File: src/view_matrix_axis_rotate_unit_assert.svh
// ----------------------------------------------------------------------------
// View matrix axis rotate unit: assertion macros
// Shared property templates clocked on i_clk, disabled while i_rst_n is low.
// ----------------------------------------------------------------------------
`ifndef VIEW_MATRIX_AXIS_ROTATE_UNIT_ASSERT_SVH
`define VIEW_MATRIX_AXIS_ROTATE_UNIT_ASSERT_SVH

// same-cycle implication
`define VMAR_ASSERT_NOW(label, ante, cons, msg) \
    label: assert property (@(posedge i_clk) disable iff (!i_rst_n) (ante) |-> (cons)) \
        else $error(msg);

// next-cycle implication
`define VMAR_ASSERT_NEXT(label, ante, cons, msg) \
    label: assert property (@(posedge i_clk) disable iff (!i_rst_n) (ante) |=> (cons)) \
        else $error(msg);

`endif

File: src/vmar_pkg.sv
// ----------------------------------------------------------------------------
// vmar_pkg
// Types, constants and address helpers for the view matrix axis rotate unit.
// ----------------------------------------------------------------------------
package vmar_pkg;

    // angle units: 1/64 degree
    localparam int HALF_TURN_DEG  = 180;
    localparam int UNITS_PER_DEG  = 64;
    localparam int HALF_TURN      = HALF_TURN_DEG * UNITS_PER_DEG;
    localparam int FULL_TURN      = 2 * HALF_TURN;
    localparam int QUARTER_TURN   = HALF_TURN / 2;

    localparam int ATAN_COUNT     = 30;
    localparam logic signed [33:0] TRIG_ONE  = 34'sd1073741824;
    localparam logic signed [33:0] GAIN_INV  = 34'sd652032874;

    // atan(2^-i) in units of 2^-24 degree
    localparam logic signed [32:0] ATAN_TABLE [ATAN_COUNT] = '{
        33'sd754974720, 33'sd445687602, 33'sd235489088, 33'sd119537938, 33'sd60000934,
        33'sd30029717,  33'sd15018523,  33'sd7509720,   33'sd3754917,   33'sd1877466,
        33'sd938734,    33'sd469367,    33'sd234684,    33'sd117342,    33'sd58671,
        33'sd29335,     33'sd14668,     33'sd7334,      33'sd3667,      33'sd1833,
        33'sd917,       33'sd458,       33'sd229,       33'sd115,       33'sd57,
        33'sd29,        33'sd14,        33'sd7,         33'sd4,         33'sd2
    };

    // entry store: 9 rotation entries row-major, then 3 offsets
    localparam int ENTRY_COUNT = 12;
    localparam int ADDR_W      = 4;
    localparam logic [ADDR_W-1:0] ROW_LEN     = 4'd3;
    localparam logic [ADDR_W-1:0] OFFSET_BASE = 4'd9;
    localparam logic [ADDR_W-1:0] DIAG_XX     = 4'd0;
    localparam logic [ADDR_W-1:0] DIAG_YY     = 4'd4;
    localparam logic [ADDR_W-1:0] DIAG_ZZ     = 4'd8;
    localparam logic [1:0]        OFFSET_SLOT = 2'd3;

    localparam logic [1:0] ROW_X = 2'd0;
    localparam logic [1:0] ROW_Y = 2'd1;
    localparam logic [1:0] ROW_Z = 2'd2;

    typedef enum logic [1:0] {
        AXIS_X    = 2'd0,
        AXIS_Y    = 2'd1,
        AXIS_Z    = 2'd2,
        AXIS_NONE = 2'd3
    } t_axis;

    typedef enum logic [2:0] {
        S_IDLE,
        S_TRIG,
        S_PAIR_RD,
        S_PAIR_MUL,
        S_PAIR_WR,
        S_ROW_RD,
        S_ROW_PUT
    } t_state;

    // partial products of one pair: p' = p*c + q*s, q' = q*c - p*s
    typedef enum logic [2:0] {
        T_AH_C  = 3'd0,
        T_BH_S  = 3'd1,
        T_AL_C  = 3'd2,
        T_BL_S  = 3'd3,
        T_BH_C  = 3'd4,
        T_AH_NS = 3'd5,
        T_BL_C  = 3'd6,
        T_AL_NS = 3'd7
    } t_term;

    typedef struct packed {
        logic  go;
        t_term term;
    } t_mac_ctl;

    typedef struct packed {
        logic              rd_en;
        logic [ADDR_W-1:0] rd_addr;
        logic              wr_en;
        logic [ADDR_W-1:0] wr_addr;
    } t_mem_req;

    function automatic logic [1:0] pair_p(input t_axis axis);
        logic [1:0] row;
        case (axis)
            AXIS_X:  row = ROW_Y;
            AXIS_Y:  row = ROW_X;
            AXIS_Z:  row = ROW_Y;
            default: row = ROW_X;
        endcase
        return row;
    endfunction

    function automatic logic [1:0] pair_q(input t_axis axis);
        logic [1:0] row;
        case (axis)
            AXIS_X:  row = ROW_Z;
            AXIS_Y:  row = ROW_Z;
            AXIS_Z:  row = ROW_X;
            default: row = ROW_X;
        endcase
        return row;
    endfunction

    function automatic logic [ADDR_W-1:0] entry_addr(input logic [1:0] row,
                                                     input logic [1:0] slot);
        logic [ADDR_W-1:0] base;
        base = {2'b00, row};
        if (slot == OFFSET_SLOT) begin
            return OFFSET_BASE + base;
        end
        return ADDR_W'(base * ROW_LEN) + {2'b00, slot};
    endfunction

endpackage

File: src/vmar_mem.sv
// ----------------------------------------------------------------------------
// vmar_mem
// Entry store: one write and one registered read port; per-entry valid bits
// return the identity / zero reset contents until an entry is written.
// ----------------------------------------------------------------------------
module vmar_mem #(
    parameter int ENTRY_BITS = 32
) (
    input  logic                          i_clk,
    input  logic                          i_rst_n,
    input  vmar_pkg::t_mem_req            i_req,
    input  logic signed [ENTRY_BITS-1:0]  i_wr_data,
    output logic signed [ENTRY_BITS-1:0]  o_rd_data
);
    import vmar_pkg::*;

    localparam logic signed [ENTRY_BITS-1:0] ENTRY_ONE =
        {2'b01, {(ENTRY_BITS-2){1'b0}}};

    logic signed [ENTRY_BITS-1:0] r_mem [ENTRY_COUNT];
    logic        [ENTRY_COUNT-1:0] r_valid;
    logic signed [ENTRY_BITS-1:0] r_rd_data;
    logic signed [ENTRY_BITS-1:0] r_rd_init;
    logic                          r_rd_valid;
    logic signed [ENTRY_BITS-1:0] n_rd_init;

    always_comb begin
        n_rd_init = (i_req.rd_addr inside {DIAG_XX, DIAG_YY, DIAG_ZZ}) ? ENTRY_ONE : '0;
    end

    always_ff @(posedge i_clk) begin
        if (i_req.wr_en) begin
            r_mem[i_req.wr_addr] <= i_wr_data;
        end
        if (i_req.rd_en) begin
            r_rd_data <= r_mem[i_req.rd_addr];
            r_rd_init <= n_rd_init;
        end
    end

    always_ff @(posedge i_clk) begin
        if (!i_rst_n) begin
            r_valid    <= '0;
            r_rd_valid <= 1'b0;
        end else begin
            if (i_req.wr_en) begin
                r_valid[i_req.wr_addr] <= 1'b1;
            end
            if (i_req.rd_en) begin
                r_rd_valid <= r_valid[i_req.rd_addr];
            end
        end
    end

    assign o_rd_data = r_rd_valid ? r_rd_data : r_rd_init;

endmodule

File: src/vmar_cordic.sv
// ----------------------------------------------------------------------------
// vmar_cordic
// Angle reduction plus iterative CORDIC, one micro-rotation per cycle.
// Exact results at multiples of 90 degrees; Q2.30 cos and sin out.
// ----------------------------------------------------------------------------
module vmar_cordic #(
    parameter int CORDIC_STEPS = 16
) (
    input  logic               i_clk,
    input  logic               i_rst_n,
    input  logic               i_start,
    input  logic signed [15:0] i_angle,
    output logic               o_done,
    output logic signed [31:0] o_cos,
    output logic signed [31:0] o_sin
);
    import vmar_pkg::*;

    localparam logic [4:0] LAST_ITER = 5'(CORDIC_STEPS - 1);
    localparam logic signed [16:0] P_HALF    = 17'(HALF_TURN);
    localparam logic signed [16:0] P_FULL    = 17'(FULL_TURN);
    localparam logic signed [16:0] P_QUARTER = 17'(QUARTER_TURN);

    logic signed [33:0] r_x, r_y;
    logic signed [32:0] r_z;
    logic        [4:0]  r_iter;
    logic               r_run, r_fin, r_neg, r_done;
    logic signed [31:0] r_cos, r_sin;

    logic signed [16:0] n_wrap, n_fold;
    logic               n_neg;
    logic signed [33:0] x_sh, y_sh, x_cl, y_cl;
    logic signed [32:0] atan_i;

    // reduce to [-180, 180), then fold into [-90, 90]
    always_comb begin
        n_wrap = 17'(i_angle);
        if (n_wrap >= P_HALF) begin
            n_wrap = n_wrap - P_FULL;
        end else if (n_wrap < -P_HALF) begin
            n_wrap = n_wrap + P_FULL;
        end
        n_fold = n_wrap;
        n_neg  = 1'b0;
        if (n_wrap > P_QUARTER) begin
            n_fold = n_wrap - P_HALF;
            n_neg  = 1'b1;
        end else if (n_wrap < -P_QUARTER) begin
            n_fold = n_wrap + P_HALF;
            n_neg  = 1'b1;
        end
    end

    always_comb begin
        x_sh   = r_x >>> r_iter;
        y_sh   = r_y >>> r_iter;
        atan_i = ATAN_TABLE[r_iter];
        x_cl   = (r_x > TRIG_ONE) ? TRIG_ONE : ((r_x < -TRIG_ONE) ? -TRIG_ONE : r_x);
        y_cl   = (r_y > TRIG_ONE) ? TRIG_ONE : ((r_y < -TRIG_ONE) ? -TRIG_ONE : r_y);
    end

    always_ff @(posedge i_clk) begin
        if (i_start) begin
            r_neg  <= n_neg;
            r_iter <= '0;
            r_z    <= 33'(n_fold) <<< 18;
            if (n_fold == 17'sd0) begin
                r_x <= TRIG_ONE;
                r_y <= '0;
            end else if (n_fold == P_QUARTER) begin
                r_x <= '0;
                r_y <= TRIG_ONE;
            end else if (n_fold == -P_QUARTER) begin
                r_x <= '0;
                r_y <= -TRIG_ONE;
            end else begin
                r_x <= GAIN_INV;
                r_y <= '0;
            end
        end else if (r_run) begin
            r_iter <= r_iter + 5'd1;
            if (r_z >= 0) begin
                r_x <= r_x - y_sh;
                r_y <= r_y + x_sh;
                r_z <= r_z - atan_i;
            end else begin
                r_x <= r_x + y_sh;
                r_y <= r_y - x_sh;
                r_z <= r_z + atan_i;
            end
        end
        if (r_fin) begin
            r_cos <= 32'(r_neg ? -x_cl : x_cl);
            r_sin <= 32'(r_neg ? -y_cl : y_cl);
        end
    end

    always_ff @(posedge i_clk) begin
        if (!i_rst_n) begin
            r_run  <= 1'b0;
            r_fin  <= 1'b0;
            r_done <= 1'b0;
        end else begin
            r_done <= r_fin;
            if (i_start) begin
                r_run <= !(n_fold == 17'sd0 || n_fold == P_QUARTER || n_fold == -P_QUARTER);
                r_fin <= n_fold == 17'sd0 || n_fold == P_QUARTER || n_fold == -P_QUARTER;
            end else begin
                r_fin <= r_run && (r_iter == LAST_ITER);
                if (r_run && (r_iter == LAST_ITER)) begin
                    r_run <= 1'b0;
                end
            end
        end
    end

    assign o_done = r_done;
    assign o_cos  = r_cos;
    assign o_sin  = r_sin;

endmodule

File: src/vmar_mac.sv
// ----------------------------------------------------------------------------
// vmar_mac
// Split-operand multiply-accumulate for one mixed entry, sat(round(x / 2^30))
// with x = a*c + b*s or b*c - a*s; four partial products per entry.
// ----------------------------------------------------------------------------
module vmar_mac #(
    parameter int ENTRY_BITS = 32
) (
    input  logic                          i_clk,
    input  logic                          i_rst_n,
    input  vmar_pkg::t_mac_ctl            i_ctl,
    input  logic signed [ENTRY_BITS-1:0]  i_a,
    input  logic signed [ENTRY_BITS-1:0]  i_b,
    input  logic signed [31:0]            i_cos,
    input  logic signed [31:0]            i_sin,
    output logic signed [ENTRY_BITS-1:0]  o_result
);
    import vmar_pkg::*;

    localparam int AW = ENTRY_BITS + 36;
    localparam logic signed [AW-1:0] E_MAX = {{(AW-ENTRY_BITS+1){1'b0}}, {(ENTRY_BITS-1){1'b1}}};
    localparam logic signed [AW-1:0] E_MIN = ~E_MAX;
    localparam logic signed [AW-1:0] HALF  = {{(AW-30){1'b0}}, 1'b1, 29'd0};

    logic signed [32:0] a_hi, b_hi, a_lo, b_lo, c_ext, s_ext, ns_ext;
    logic signed [32:0] op_x, op_y;
    logic               sel_hi, sel_clear;
    logic signed [65:0] r_prod;
    logic               r_go, r_hi, r_clear;
    logic signed [AW-1:0] r_acc;
    logic signed [AW-1:0] term_ext, rnd, quo;

    always_comb begin
        a_hi   = 33'(i_a >>> 16);
        b_hi   = 33'(i_b >>> 16);
        a_lo   = {17'd0, i_a[15:0]};
        b_lo   = {17'd0, i_b[15:0]};
        c_ext  = 33'(i_cos);
        s_ext  = 33'(i_sin);
        ns_ext = -s_ext;
        sel_hi    = 1'b0;
        sel_clear = 1'b0;
        case (i_ctl.term)
            T_AH_C:  begin op_x = a_hi; op_y = c_ext;  sel_hi = 1'b1; sel_clear = 1'b1; end
            T_BH_S:  begin op_x = b_hi; op_y = s_ext;  sel_hi = 1'b1; end
            T_AL_C:  begin op_x = a_lo; op_y = c_ext;  end
            T_BL_S:  begin op_x = b_lo; op_y = s_ext;  end
            T_BH_C:  begin op_x = b_hi; op_y = c_ext;  sel_hi = 1'b1; sel_clear = 1'b1; end
            T_AH_NS: begin op_x = a_hi; op_y = ns_ext; sel_hi = 1'b1; end
            T_BL_C:  begin op_x = b_lo; op_y = c_ext;  end
            T_AL_NS: begin op_x = a_lo; op_y = ns_ext; end
            default: begin op_x = '0;   op_y = '0;     end
        endcase
    end

    always_ff @(posedge i_clk) begin
        r_prod  <= op_x * op_y;
        r_hi    <= sel_hi;
        r_clear <= sel_clear;
    end

    always_ff @(posedge i_clk) begin
        if (!i_rst_n) begin
            r_go <= 1'b0;
        end else begin
            r_go <= i_ctl.go;
        end
    end

    always_comb begin
        term_ext = r_hi ? (AW'(r_prod) <<< 16) : AW'(r_prod);
        rnd      = r_acc + HALF;
        quo      = rnd >>> 30;
    end

    always_ff @(posedge i_clk) begin
        if (r_go) begin
            r_acc <= r_clear ? term_ext : r_acc + term_ext;
        end
    end

    always_comb begin
        if (quo > E_MAX) begin
            o_result = ENTRY_BITS'(E_MAX);
        end else if (quo < E_MIN) begin
            o_result = ENTRY_BITS'(E_MIN);
        end else begin
            o_result = ENTRY_BITS'(quo);
        end
    end

endmodule

File: src/view_matrix_axis_rotate_unit.sv
// ----------------------------------------------------------------------------
// view_matrix_axis_rotate_unit
// Incremental axis rotation of a 3x4 view transform held in an entry store.
// ----------------------------------------------------------------------------
// Each input transfer names an axis and an angle in 1/64 degree; the unit
// takes cos/sin by CORDIC, mixes the two rows of that axis (offsets too) in
// place, then sends rows x, y, z with tlast on row z. Transforms start as
// identity with zero offsets. One item is handled at a time. The time a
// rotation takes is set by the CORDIC iterations, skipped for multiples of
// 90 degrees, and by the single shared multiplier (four partial products
// per mixed entry, eight entries) behind the entry store; axis code 3 (no
// update) skips both. The next transfer is taken while the z row still
// waits at the output.
module view_matrix_axis_rotate_unit #(
    parameter int ENTRY_BITS   = 32,
    parameter int CORDIC_STEPS = 16
) (
    input  logic         i_clk,
    input  logic         i_rst_n,
    input  logic         s_axis_tvalid,
    output logic         s_axis_tready,
    input  logic [15:0]  s_axis_tdata,   // [15:0] angle
    input  logic [1:0]   s_axis_tuser,   // [1:0] operation
    output logic         m_axis_tvalid,
    input  logic         m_axis_tready,
    output logic [127:0] m_axis_tdata,   // [31:0] col_x, [63:32] col_y, [95:64] col_z, [127:96] offset
    output logic [1:0]   m_axis_tuser,   // [1:0] row
    output logic         m_axis_tlast
);
    import vmar_pkg::*;

    t_state r_state, n_state;
    logic [3:0] r_cnt;
    logic [1:0] r_k, r_row;
    t_axis      r_axis;

    logic signed [ENTRY_BITS-1:0] r_a, r_b, r_np, r_nq;
    logic signed [ENTRY_BITS-1:0] r_fld [4];
    logic signed [ENTRY_BITS-1:0] r_out_x, r_out_y, r_out_z, r_out_off;
    logic [1:0]  r_out_row;
    logic        r_out_valid;

    t_mem_req   mem_req;
    t_mac_ctl   mac_ctl;
    logic signed [ENTRY_BITS-1:0] rd_data, wr_data, mac_res;
    logic        cordic_start, cordic_done;
    logic signed [31:0] cos_v, sin_v;
    logic        cap_a, cap_b, cap_np, cap_nq, cap_fld, out_load, out_free;
    logic [ADDR_W-1:0] addr_p, addr_q;
    t_axis       in_axis;

    assign in_axis  = t_axis'(s_axis_tuser);
    assign addr_p   = entry_addr(pair_p(r_axis), r_k);
    assign addr_q   = entry_addr(pair_q(r_axis), r_k);
    assign out_free = !r_out_valid || m_axis_tready;

    vmar_cordic #(.CORDIC_STEPS(CORDIC_STEPS)) u_cordic (
        .i_clk   (i_clk),
        .i_rst_n (i_rst_n),
        .i_start (cordic_start),
        .i_angle (signed'(s_axis_tdata)),
        .o_done  (cordic_done),
        .o_cos   (cos_v),
        .o_sin   (sin_v)
    );

    vmar_mem #(.ENTRY_BITS(ENTRY_BITS)) u_mem (
        .i_clk     (i_clk),
        .i_rst_n   (i_rst_n),
        .i_req     (mem_req),
        .i_wr_data (wr_data),
        .o_rd_data (rd_data)
    );

    vmar_mac #(.ENTRY_BITS(ENTRY_BITS)) u_mac (
        .i_clk    (i_clk),
        .i_rst_n  (i_rst_n),
        .i_ctl    (mac_ctl),
        .i_a      (r_a),
        .i_b      (r_b),
        .i_cos    (cos_v),
        .i_sin    (sin_v),
        .o_result (mac_res)
    );

    always_comb begin
        n_state = r_state;
        case (r_state)
            S_IDLE: begin
                if (s_axis_tvalid) begin
                    n_state = (in_axis == AXIS_NONE) ? S_ROW_RD : S_TRIG;
                end
            end
            S_TRIG: begin
                if (cordic_done) begin
                    n_state = S_PAIR_RD;
                end
            end
            S_PAIR_RD: begin
                if (r_cnt == 4'd2) begin
                    n_state = S_PAIR_MUL;
                end
            end
            S_PAIR_MUL: begin
                if (r_cnt == 4'd9) begin
                    n_state = S_PAIR_WR;
                end
            end
            S_PAIR_WR: begin
                if (r_cnt == 4'd1) begin
                    n_state = (r_k == OFFSET_SLOT) ? S_ROW_RD : S_PAIR_RD;
                end
            end
            S_ROW_RD: begin
                if (r_cnt == 4'd4) begin
                    n_state = S_ROW_PUT;
                end
            end
            S_ROW_PUT: begin
                if (out_free) begin
                    n_state = (r_row == ROW_Z) ? S_IDLE : S_ROW_RD;
                end
            end
            default: n_state = S_IDLE;
        endcase
    end

    always_comb begin
        s_axis_tready   = 1'b0;
        cordic_start    = 1'b0;
        mem_req         = '0;
        mac_ctl.go      = 1'b0;
        mac_ctl.term    = t_term'(r_cnt[2:0]);
        wr_data         = r_np;
        cap_a           = 1'b0;
        cap_b           = 1'b0;
        cap_np          = 1'b0;
        cap_nq          = 1'b0;
        cap_fld         = 1'b0;
        out_load        = 1'b0;
        case (r_state)
            S_IDLE: begin
                s_axis_tready = 1'b1;
                cordic_start  = s_axis_tvalid && (in_axis != AXIS_NONE);
            end
            S_PAIR_RD: begin
                mem_req.rd_en   = (r_cnt == 4'd0) || (r_cnt == 4'd1);
                mem_req.rd_addr = (r_cnt == 4'd0) ? addr_p : addr_q;
                cap_a           = r_cnt == 4'd1;
                cap_b           = r_cnt == 4'd2;
            end
            S_PAIR_MUL: begin
                mac_ctl.go = !r_cnt[3];
                cap_np     = r_cnt == 4'd5;
                cap_nq     = r_cnt == 4'd9;
            end
            S_PAIR_WR: begin
                mem_req.wr_en   = 1'b1;
                mem_req.wr_addr = (r_cnt == 4'd0) ? addr_p : addr_q;
                wr_data         = (r_cnt == 4'd0) ? r_np : r_nq;
            end
            S_ROW_RD: begin
                mem_req.rd_en   = !r_cnt[2];
                mem_req.rd_addr = entry_addr(r_row, r_cnt[1:0]);
                cap_fld         = r_cnt != 4'd0;
            end
            S_ROW_PUT: begin
                out_load = out_free;
            end
            default: ;
        endcase
    end

    always_ff @(posedge i_clk) begin
        if (!i_rst_n) begin
            r_state     <= S_IDLE;
            r_cnt       <= '0;
            r_k         <= '0;
            r_row       <= ROW_X;
            r_out_valid <= 1'b0;
        end else begin
            r_state <= n_state;
            r_cnt   <= (n_state != r_state) ? 4'd0 : r_cnt + 4'd1;
            if (r_state == S_IDLE) begin
                r_k   <= '0;
                r_row <= ROW_X;
            end else if (r_state == S_PAIR_WR && r_cnt == 4'd1) begin
                r_k <= r_k + 2'd1;
            end else if (out_load) begin
                r_row <= r_row + 2'd1;
            end
            if (out_load) begin
                r_out_valid <= 1'b1;
            end else if (m_axis_tready) begin
                r_out_valid <= 1'b0;
            end
        end
    end

    always_ff @(posedge i_clk) begin
        if (s_axis_tvalid && s_axis_tready) begin
            r_axis <= in_axis;
        end
        if (cap_a) begin
            r_a <= rd_data;
        end
        if (cap_b) begin
            r_b <= rd_data;
        end
        if (cap_np) begin
            r_np <= mac_res;
        end
        if (cap_nq) begin
            r_nq <= mac_res;
        end
        if (cap_fld) begin
            r_fld[2'(r_cnt - 4'd1)] <= rd_data;
        end
        if (out_load) begin
            r_out_row <= r_row;
            r_out_x   <= r_fld[0];
            r_out_y   <= r_fld[1];
            r_out_z   <= r_fld[2];
            r_out_off <= r_fld[3];
        end
    end

    assign m_axis_tvalid = r_out_valid;
    assign m_axis_tdata  = {32'(r_out_off), 32'(r_out_z), 32'(r_out_y), 32'(r_out_x)};
    assign m_axis_tuser  = r_out_row;
    assign m_axis_tlast  = r_out_row == ROW_Z;

`include "view_matrix_axis_rotate_unit_assert.svh"

    `VMAR_ASSERT_NOW(a_single_port, mem_req.wr_en, !mem_req.rd_en, "store read and write overlap")
    `VMAR_ASSERT_NOW(a_last_on_z, m_axis_tvalid && m_axis_tlast, m_axis_tuser == ROW_Z, "tlast off z row")
    `VMAR_ASSERT_NEXT(a_accept_busy, s_axis_tvalid && s_axis_tready, r_state != S_IDLE, "accept did not start work")
    `VMAR_ASSERT_NOW(a_done_in_trig, cordic_done, r_state == S_TRIG, "cordic result outside trig wait")

endmodule

File: config.mk
export PLATFORM = sky130hd
export DESIGN_NAME = view_matrix_axis_rotate_unit
export DESIGN_NICKNAME = d
export VERILOG_FILES = /design/src/vmar_pkg.sv /design/src/vmar_mem.sv /design/src/vmar_cordic.sv /design/src/vmar_mac.sv /design/src/view_matrix_axis_rotate_unit.sv
export VERILOG_INCLUDE_DIRS = /design/src /design/src/src
export SDC_FILE = /design/constraint.sdc
export NUM_CORES = 2
export LEC_CHECK = 0
export BUFFER_PORTS_ARGS = -buffer_cell sky130_fd_sc_hd__buf_4
export CAP_MARGIN = 20
export CELL_PAD_IN_SITES_DETAIL_PLACEMENT = 2
export CELL_PAD_IN_SITES_GLOBAL_PLACEMENT = 2
export CORE_UTILIZATION = 39
export CTS_CLUSTER_SIZE = 30
export DETAILED_ROUTE_END_ITERATION = 10
export GPL_ROUTABILITY_DRIVEN = 1
export MAX_ROUTING_LAYER = met4
export PLACE_DENSITY = 0.81
export SETUP_SLACK_MARGIN = 0.15
export SLEW_MARGIN = 20
export SYNTH_ARGS = -nofsm -noshare
export SYNTH_HDL_FRONTEND = slang
export SYNTH_HIERARCHICAL = 1
export SYNTH_SLANG_ARGS = --single-unit
File: constraint.sdc
create_clock -name i_clk -period 13.33 [get_ports i_clk]
set_input_delay 3.999 -clock i_clk [delete_from_list [all_inputs] [get_ports i_clk]]
set_output_delay 3.999 -clock i_clk [all_outputs]
set_load 0.02 [all_outputs]
==> flow_summary.yaml <==
status:
  status: "completed"
routing:
  drcViolationCount: 0
  drt_iter0_drc: 5131
  vias: 64938
  drt-vias-per-instance: 6.08
  drt-total-wl_um: 358000
  wl_per_cell_um: 33.5
  postRouteAntennaNets: 0
  first_pass_iters: 5
cells_and_area:
  drive_gt1_share_pct: 11.1
  multi_input_area_um2: 47000
  fill_cells: 22088
  nets: 8821
  area_growth_pct: 10.6
  final_common_cell: "edfxtp_1"
  mostFrequentLayoutCells: "edfxtp_1, inv_1, nand2_1, fa_1, nor2_1"
  ff_latch_area_um2: 33100
setup_path:
  worstReg2RegStart: "u_cordic/o_sin[3]"
  worstPathMaxFanout: 8
  critPathLaunchType: "flip-flop"
  rr_endpoint: "u_mac/r_prod[55]"
  r2r_cells: 29
  cp.arrival_ns: 12.61
  critPathMaxStageDelay_ns: 0.76
  setup.worst_path.end: "u_mac/r_prod[55]"
  crit_type: "reg2reg"
  cp_data_required_time_ns: 14.08
  startpoint: "u_cordic/o_sin[3]"
  slowest_stage: "or4b_2"
  critical_path.most_common_cell: "fa_1"
  r2r_setup_slack_ns: 1.47
  endpoint_kind: "flip-flop"
sta:
  fin_skew_ns: 0.0906
  period_share_pct: 89.0
  tns_ns: 0
  slew_viol_final: 0
  timing.fmax_ghz: 0.0843
  slew_headroom_pct: 13.2
  worst_pin_slew_ns: 1.30
  setup_viol: 0
  period_minus_slack_ns: 11.86
  rsz0062_at_grt: "false"
  hold_viol_final: 0
synthesis:
  synth_ff_type: "edfxtp_1"
  avgSynthCellArea_um2: 11.1
  yosys_warnings: 6
  synth_cell_types: 119
  synth_cells: 7667
  synth_seq_cells: 1141
  syn-num-nets: 8773
  async_flop_share_pct: 0
  synth_area_um2: 84900
  synth-edff-count: 1021
  synth_seq_area_share_pct: 39.0
clocking:
  clk_path_buf_depth: 3
  cts.hold.buffers_added: 0
  cts_sinks: 1141
  cts-root-buf: "clkbuf_16"
  post_cts_resized: 0
  htree_levels: 4
  path_clk_slew_ns: 0.06
  insertion_delay_ns: 0.87
  cts_made_buffers: 133
  post-cts-setup-buffer-count: 0
  cts_tree: "built"
grt:
  antenna_found_initial: 18
  grt_max_degree: 100
  grt_pass1_vias: 72820
  grt_use_total_pct: 33.4
  grt_pass1_wl_um: 518000
  overflow: 0
die:
  die_area_um2: 219000
  fp.dieW_um: 468
  initial_core_util_pct: 39.4
  row_count: 170
  ios: 155
  coreArea_um2: 215000
  die_h_um: 468
placed_design:
  portBuffers: 154
  dp_hpwl_um: 253000
  place_congestion: 0.932
hold_path:
  hold_class: "reg2reg"
flow_run:
  drv_cap: 0
## stage by stage
stage | setup slack [ns] | util, % | hold slack [ns] | area [µm²] | instances
6_report | 1.47 | 43.6 | 0.394 | 93900 | 10684
5_1_grt | 1.08 | 43.6 | 0.404 | 93900 | 10683
4_1_cts | 1.44 | 43.5 | 0.390 | 93800 | 10665
3_5_place_dp | 2.08 | 41.4 | 0.412 | 89200 | 10418
3_3_place_gp | 2.54 | 41.4 | 0.401 | 89200 | 10417
2_1_floorplan | 3.19 | - | 0.400 | 84900 | 7667
## registers in the layout, indices dropped and copies added, names as in the netlist, 33 cells and up
name          flops
u_mac/r_prod     66
u_cordic/r_y     34
m_axis_tdata    127
r_fld           128
u_cordic/r_z     33
u_mac/r_acc      68
u_mem/r_mem     384
u_cordic/r_x     34
## per-layer routing
layer	up-vias	global-route usage (%)	part of all wire, %
li1	26746	-	-
met1	33865	35.2	35
met2	3048	57.1	50
met3	1279	5.04	5.8
met4	0	24.2	8.7
met5	-	-	0
## kinds of logic (layout without fill, tap and decap cells)
group | Yosys count | in the layout | synth area share (%)
AOI/OAI and AO/OA | 1358 | 1358 | 10.3
xor gates and xnor gates | 389 | 389 | 4.02
adders and majority gates | 1085 | 1085 | 22.1
buffers and inverters | 1274 | 1434 | 5.95
DFF | 1141 | 1141 | 39.0
muxes | 399 | 399 | 7.69
other | 0 | 19 | 0
and+or+nand+nor | 2021 | 2021 | 11.1
## cells in the mapped netlist, types with 113 or more instances
cell type | number | area share [%]
mux4_2 | 144 | 3.8
fa_1 | 685 | 16
dfxtp_1 | 120 | 2.8
ha_1 | 399 | 5.9
edfxtp_1 | 1021 | 36
clkbuf_1 | 263 | 1.2
nand2_1 | 706 | 3.1
a21o_1 | 145 | 1.3
mux2_2 | 113 | 1.5
xnor2_1 | 200 | 2.1
a21oi_1 | 336 | 2.0
o21ai_0 | 313 | 1.8
xor2_1 | 188 | 1.9
nor2_1 | 642 | 2.8
inv_1 | 901 | 4.0
## final cells by class
type,instances,share of cell area (%)
Inverter,906,3.62
Multi-Input combinational cell,5252,50.1
Clock buffer,173,3.86
Tap cell,2838,3.78
Antenna cell,19,0.0507
Clock inverter,74,1.06
Sequential cell,1141,35.3
Timing Repair Buffer,281,2.27
## critical path: cells and delay by family (launching register included)
kind            cells  cell delay [ns]
fa+ha+maj           9             5.01
simple gates        7             2.56
compound gates      6             2.49
buf+inv             5             1.01
flops               1             0.45
xor+xnor            2             0.28
## worst min path at each step
stage	start	endpoint	slack [ns]	depth (start not counted)
global placement	r_fld[0][21]	m_axis_tdata[21]	0.40	0
floorplan	r_fld[0][0]	m_axis_tdata[0]	0.40	0
detailed placement	r_fld[3][25]	m_axis_tdata[121]	0.41	0
CTS	r_fld[2][18]	m_axis_tdata[82]	0.39	0
global route	r_fld[2][18]	m_axis_tdata[82]	0.40	0
finish	r_fld[2][18]	m_axis_tdata[82]	0.39	0
Power is not shown: default switching activity piles up to over one toggle a cycle in this logic, so the estimate is an artifact.
